===== config.mk =====
export PLATFORM = sky130hd
export DESIGN_NAME = bpf_cell
export DESIGN_NICKNAME = d
export VERILOG_FILES = /design/src/rtl/bpf_pkg.sv /design/src/rtl/bpf_cell.sv
export SDC_FILE = /design/constraint.sdc
export NUM_CORES = 1
export LEC_CHECK = 0
export BUFFER_PORTS_ARGS = -buffer_cell sky130_fd_sc_hd__buf_4
export CAP_MARGIN = 15
export CELL_PAD_IN_SITES_DETAIL_PLACEMENT = 2
export CELL_PAD_IN_SITES_GLOBAL_PLACEMENT = 2
export CORE_ASPECT_RATIO = 0.6
export CORE_MARGIN = 3
export CORE_UTILIZATION = 29
export DETAILED_ROUTE_END_ITERATION = 10
export PLACE_DENSITY_LB_ADDON = 0.2
export SLEW_MARGIN = 20
export SYNTH_ARGS = -nofsm -noshare
export SYNTH_HDL_FRONTEND = slang
export SYNTH_SLANG_ARGS = --single-unit

===== constraint.sdc =====
create_clock -name clk_i -period 5 [get_ports clk_i]
set_input_delay 0.25 -clock clk_i [delete_from_list [all_inputs] [get_ports clk_i]]
set_output_delay 0.25 -clock clk_i [all_outputs]
set_load 0.005 [all_outputs]

===== src/rtl/bpf_pkg.sv =====
// ----------------------------------------------------------------------------
// bpf_pkg: shared types and constants of the bin packing allocator
// Request and policy codes, FSM states, and the control structs that travel
// between the controller and the row of bin cells.
// ----------------------------------------------------------------------------
package bpf_pkg;

  // Default configuration
  localparam int MaxBinsDef  = 64;
  localparam int SizeBitsDef = 16;

  // Request codes
  localparam logic ReqPlace = 1'b0;
  localparam logic ReqClear = 1'b1;

  // Fit policy codes
  localparam logic PolFirst = 1'b0;
  localparam logic PolBest  = 1'b1;

  typedef enum logic [1:0] {
    ST_IDLE,
    ST_SEARCH,
    ST_DONE
  } state_e;

  // Control part of the search packet moving down the cell row
  typedef struct packed {
    logic valid;
    logic found;
  } srch_flags_t;

  // Write command broadcast to all cells
  typedef struct packed {
    logic wr_fill;
    logic wr_new;
  } upd_cmd_t;

endpackage


===== src/rtl/bpf_cell.sv =====
// ----------------------------------------------------------------------------
// bpf_cell: one bin of the allocator
// Holds capacity and fill of one bin, checks the passing search packet
// against it and hands the packet on to the next cell through its registers.
// ----------------------------------------------------------------------------
module bpf_cell #(
  parameter  int MAX_BINS  = bpf_pkg::MaxBinsDef,
  parameter  int SIZE_BITS = bpf_pkg::SizeBitsDef,
  parameter  int CELL_IDX  = 0,
  localparam int IdxW      = $clog2(MAX_BINS),
  localparam int CntW      = $clog2(MAX_BINS + 1)
) (
  input  logic                  clk_i,
  input  logic                  rst_ni,
  input  logic                  policy_best_i,
  input  logic [CntW-1:0]       open_count_i,
  // search packet in
  input  bpf_pkg::srch_flags_t  flags_i,
  input  logic [SIZE_BITS-1:0]  size_i,
  input  logic [SIZE_BITS-1:0]  best_left_i,
  input  logic [IdxW-1:0]       best_idx_i,
  // search packet out
  output bpf_pkg::srch_flags_t  flags_o,
  output logic [SIZE_BITS-1:0]  size_o,
  output logic [SIZE_BITS-1:0]  best_left_o,
  output logic [IdxW-1:0]       best_idx_o,
  // bin update
  input  bpf_pkg::upd_cmd_t     upd_i,
  input  logic [IdxW-1:0]       upd_idx_i,
  input  logic [SIZE_BITS-1:0]  upd_size_i,
  input  logic [SIZE_BITS-1:0]  upd_cap_i
);

  localparam logic [IdxW-1:0] MyIdx = IdxW'(CELL_IDX);
  localparam logic [CntW-1:0] MyCnt = CntW'(CELL_IDX);

  logic [SIZE_BITS-1:0] cap_q, cap_d;
  logic [SIZE_BITS-1:0] fill_q, fill_d;
  logic                 bin_open;
  logic [SIZE_BITS:0]   need;
  logic                 fits;
  logic [SIZE_BITS-1:0] left;
  logic                 take;
  logic                 sel;

  bpf_pkg::srch_flags_t flags_q, flags_d;
  logic [SIZE_BITS-1:0] size_q, size_d;
  logic [SIZE_BITS-1:0] best_left_q, best_left_d;
  logic [IdxW-1:0]      best_idx_q, best_idx_d;

  // Fit check; leftover is only used when the sum stays below capacity
  always_comb begin
    bin_open = MyCnt < open_count_i;
    need     = {1'b0, fill_q} + {1'b0, size_i};
    fits     = flags_i.valid && bin_open && (need < {1'b0, cap_q});
    left     = cap_q - need[SIZE_BITS-1:0];
    take     = fits && (!flags_i.found || (policy_best_i && (left < best_left_i)));

    flags_d.valid = flags_i.valid;
    flags_d.found = flags_i.found || fits;
    size_d        = size_i;
    best_left_d   = take ? left  : best_left_i;
    best_idx_d    = take ? MyIdx : best_idx_i;
  end

  // Bin contents
  always_comb begin
    sel    = upd_idx_i == MyIdx;
    cap_d  = cap_q;
    fill_d = fill_q;
    if (sel && upd_i.wr_new) begin
      cap_d  = upd_cap_i;
      fill_d = upd_size_i;
    end else if (sel && upd_i.wr_fill) begin
      fill_d = fill_q + upd_size_i;
    end
  end

  always_ff @(posedge clk_i) begin
    cap_q       <= cap_d;
    fill_q      <= fill_d;
    size_q      <= size_d;
    best_left_q <= best_left_d;
    best_idx_q  <= best_idx_d;
  end

  always_ff @(posedge clk_i or negedge rst_ni) begin
    if (!rst_ni) begin
      flags_q <= '0;
    end else begin
      flags_q <= flags_d;
    end
  end

  assign flags_o     = flags_q;
  assign size_o      = size_q;
  assign best_left_o = best_left_q;
  assign best_idx_o  = best_idx_q;

endmodule

==> run_summary.xml <==
<?xml version="1.0" encoding="UTF-8"?>
<metrics>
  <group name="status">
    <metric name="run_status" unit="">complete, but fails checks</metric>
    <metric name="failed_checks" unit="">negative setup slack</metric>
  </group>
  <group name="logic_synthesis">
    <metric name="yosys.area.top_type" unit="">sky130_fd_sc_hd__ha_1</metric>
    <metric name="synth_async_sr_flop_share" unit="%">2.78</metric>
    <metric name="ys_dominant_reg_cell" unit="">sky130_fd_sc_hd__dfxtp_1</metric>
    <metric name="synth.cell_area" unit="um2">5120</metric>
    <metric name="synth.cells.most_frequent" unit="">sky130_fd_sc_hd__ha_1 (77), sky130_fd_sc_hd__inv_1 (67), sky130_fd_sc_hd__nor2_1 (47), sky130_fd_sc_hd__a21oi_1 (39), sky130_fd_sc_hd__dfxtp_1 (38)</metric>
    <metric name="postSynthRegisterBits" unit="">72</metric>
    <metric name="number_of_enable_flip_flop_cells_after_synthesis" unit="">32</metric>
    <metric name="synth.distinct_cells" unit="">60</metric>
    <metric name="yosysWarningCount" unit="">0</metric>
    <metric name="yosys.cell_count.top_type" unit="">sky130_fd_sc_hd__ha_1</metric>
    <metric name="synth.area.top_cells" unit="">sky130_fd_sc_hd__ha_1 (19%), sky130_fd_sc_hd__edfxtp_1 (19%), sky130_fd_sc_hd__dfxtp_1 (15%)</metric>
    <metric name="synth.avg_cell_area" unit="um2">9.53</metric>
    <metric name="syn_nets" unit="">707</metric>
    <metric name="post-synth-top-area-fraction" unit="%">18.8</metric>
    <metric name="synthCells" unit="">537</metric>
    <metric name="synth.yosys.seq_area_share" unit="%">34.6</metric>
  </group>
  <group name="timing">
    <metric name="finalWorstPathRequiredPeriod" unit="ps">5360</metric>
    <metric name="period_share" unit="%">107</metric>
    <metric name="tightest_slew" unit="ps">978</metric>
    <metric name="maxSlewViolCount" unit="">0</metric>
    <metric name="worst_slew_margin_rel" unit="%">34.7</metric>
    <metric name="setup-violations-final" unit="">22</metric>
    <metric name="timing_hold_violations_final" unit="">0</metric>
    <metric name="fin_skew" unit="ps">7.33</metric>
    <metric name="maxClockFrequency" unit="MHz">187</metric>
    <metric name="final.setup.tns" unit="ps">-6740</metric>
    <metric name="unrepaired_setup_endpoints_after_global_routing" unit="">yes</metric>
    <metric name="fin_ws" unit="ps">-360</metric>
  </group>
  <group name="routing">
    <metric name="drc_markers" unit="">0</metric>
    <metric name="route.detailed.vias_per_inst" unit="">4.84</metric>
    <metric name="detail_route.iter0.violations" unit="">173</metric>
    <metric name="via_count" unit="">4729</metric>
    <metric name="ant_nets" unit="">0</metric>
    <metric name="detail_route.wirelength" unit="um">17100</metric>
    <metric name="routedWlPerCell" unit="um">17.5</metric>
    <metric name="detailedRoute.firstPassIterationCount" unit="">4</metric>
  </group>
  <group name="floorplanning">
    <metric name="height_of_the_die" unit="um">109</metric>
    <metric name="boundaryPins" unit="">130</metric>
    <metric name="core" unit="um2">16800</metric>
    <metric name="floorplan.initialDensity" unit="%">30.5</metric>
    <metric name="die_w" unit="um">177</metric>
    <metric name="rows" unit="">36</metric>
    <metric name="die_area" unit="um2">19300</metric>
  </group>
  <group name="place">
    <metric name="hpwlAfterDp" unit="um">13400</metric>
    <metric name="io_buffers" unit="">129</metric>
    <metric name="finalWeightedCongestion" unit="">0.822</metric>
    <metric name="number_of_instances_in_the_placed_design" unit="">948</metric>
  </group>
  <group name="clocking">
    <metric name="worstSkewPairLatency" unit="ps">340</metric>
    <metric name="clk_root_buffer_cell" unit="">sky130_fd_sc_hd__clkbuf_16</metric>
    <metric name="htreeDepth" unit="">3</metric>
    <metric name="cts.sinks" unit="">72</metric>
    <metric name="tritoncts.num_buffers" unit="">9</metric>
    <metric name="ctsLongestPathBuffers" unit="">2</metric>
    <metric name="path_clk_slew" unit="ps">60</metric>
    <metric name="cts_tree" unit="">built</metric>
  </group>
  <group name="worst_hold_path">
    <metric name="hold_path.startpoint" unit="">size_i[15]</metric>
    <metric name="min-delay-path-class" unit="">in2reg</metric>
  </group>
  <group name="job">
    <metric name="max_cap_violations" unit="">0</metric>
  </group>
  <group name="critical_path">
    <metric name="critPathMaxFanout" unit="">6</metric>
    <metric name="worst-endpoint-arrival" unit="ps">5590</metric>
    <metric name="worst_ep_required_time" unit="ps">5230</metric>
    <metric name="cp_slowest_stage_delay" unit="ps">470</metric>
    <metric name="crit-reg2reg-launch" unit="">fill_q[0]</metric>
    <metric name="crit_path_launch_type" unit="">register</metric>
    <metric name="crit_path_top_delay_cell" unit="">sky130_fd_sc_hd__or4_4</metric>
    <metric name="endpoint_kind" unit="">register</metric>
    <metric name="cp-startpoint" unit="">fill_q[0]</metric>
    <metric name="setup.worst_path.class" unit="">reg2reg</metric>
    <metric name="most_numerous_cell_on_the_critical_path" unit="">sky130_fd_sc_hd__o21ai_2</metric>
  </group>
  <group name="layout">
    <metric name="areaGrowthSynthToFinish" unit="%">44.6</metric>
    <metric name="finish.net_count" unit="">915</metric>
    <metric name="antenna-diode-count" unit="">0</metric>
    <metric name="final_layout_size_suffix_gt1_share" unit="%">36.4</metric>
    <metric name="fin_cells" unit="">978</metric>
  </group>
  <group name="global_route">
    <metric name="grt_first_pass_wirelength" unit="um">27100</metric>
    <metric name="grt_usage" unit="%">17.9</metric>
    <metric name="grt_antenna_before_repair" unit="">0</metric>
    <metric name="global_route.overflow_total" unit="">0</metric>
    <metric name="grt_start_max_net_pins" unit="">22</metric>
    <metric name="number_of_global_route_vias_before_repair" unit="">5227</metric>
  </group>
  <group name="pwr">
    <metric name="power_density" unit="nW/um2">276</metric>
    <metric name="power.ir.vdd_worst" unit="V">0.000123</metric>
    <metric name="cellLeakagePower" unit="nW">3.58</metric>
  </group>
</metrics>
==> state kept, by name, indices dropped and copies added, names as in the netlist <==
register,count
size_o,16
fill_q,16
best_idx_o,6
best_left_o,16
flags_o,2
cap_q,16
==> repair_timing <==
item,in CTS,in global routing
pin swaps,2,1
setup endpoints to repair,22,22
endpoints found under the hold margin,2,0
buffers inserted,9,4
gates cloned,2,0
resized for setup,19,18
hold buffers,1,0
==> layout by cell type, fill, tap and decap left out, types with 7 or more instances in the layout <==
| cell type | instances |
|---|---|
| sky130_fd_sc_hd__dfxtp_1 | 38 |
| sky130_fd_sc_hd__mux2_4 | 13 |
| sky130_fd_sc_hd__inv_1 | 65 |
| sky130_fd_sc_hd__ha_1 | 73 |
| sky130_fd_sc_hd__nor3_1 | 9 |
| sky130_fd_sc_hd__edfxtp_1 | 32 |
| sky130_fd_sc_hd__clkbuf_16 | 11 |
| sky130_fd_sc_hd__a21oi_1 | 33 |
| sky130_fd_sc_hd__a21o_1 | 13 |
| sky130_fd_sc_hd__buf_4 | 198 |
| sky130_fd_sc_hd__o21a_1 | 7 |
| sky130_fd_sc_hd__nor2_1 | 45 |
| sky130_fd_sc_hd__nand2_1 | 25 |
| sky130_fd_sc_hd__and2_1 | 10 |
| sky130_fd_sc_hd__o21ai_0 | 21 |
| sky130_fd_sc_hd__xor2_1 | 12 |
| sky130_fd_sc_hd__xnor2_1 | 21 |
==> critical path: cells and delay by family (launching register included) <==
kind	cells	cell delay [ps]
compound gates	11	1610
mux	1	300
flops	1	350
xor+xnor	2	380
simple gates	6	1260
fa+ha+maj	4	1000
buf+inv	3	350
==> path summary, 6_finish.rpt <==
path                              endpoint  slack, ps  cells after the start
max                        best_left_o[10]       -360                     27
min                             size_o[15]         20                      1
max reg2reg                best_left_o[10]       -360                     27
min reg2reg                      fill_q[0]        690                      3
max in group asynchronous       flags_o[1]       4680                      2
min in group asynchronous       flags_o[0]        240                      2
==> routing by layer <==
layer	up-vias	track usage, %	part of all wire (%)
met4	0	3.92	0.95
met3	14	4.00	4.8
li1	2310	-	-
met5	-	0	0
met1	2300	22.8	47
met2	105	31.2	48
==> final cells by class <==
cell class / count / area [um2]
fill: 1823 / 9360
multi-input combinational: 393 / 3200
sequential: 72 / 1770
timing repair buffer: 202 / 1540
clock buffer: 13 / 303
tap: 228 / 285
inverter: 67 / 251
clock inverter: 3 / 42.5
==> power by group <==
group / internal (mW) / switching (mW)
registers: 0.647 / 0.0101
clock network: 0.474 / 0.278
logic: 0.340 / 0.291
total: 1.46 / 0.580
==> cells by family after synthesis <==
logic type	synth area share, %
AO/OA/AOI/OAI	16.7
XOR/XNOR	6.16
adder cells (fa/ha/maj)	20.0
buffers and inverters	5.58
flip-flops	34.6
multiplexers	4.55
AND/OR/NAND/NOR	12.4
==> per-stage QoR <==
stage	hold WS [ps]	util (%)	total power, mW	worst slack [ps]	instance area (um2)
final	18.7	44.2	2.04	-360	7400
after global routing	8.23	44.2	2.15	-634	7400
after CTS	10.4	43.7	2.04	-344	7330
after detailed placement	34.3	40.6	1.25	-595	6810
after global placement	34.0	40.6	1.21	-181	6810
after floorplan	-45.6	-	0.975	14.8	5130
No activity file was read; power rests on OpenSTA's default activity.
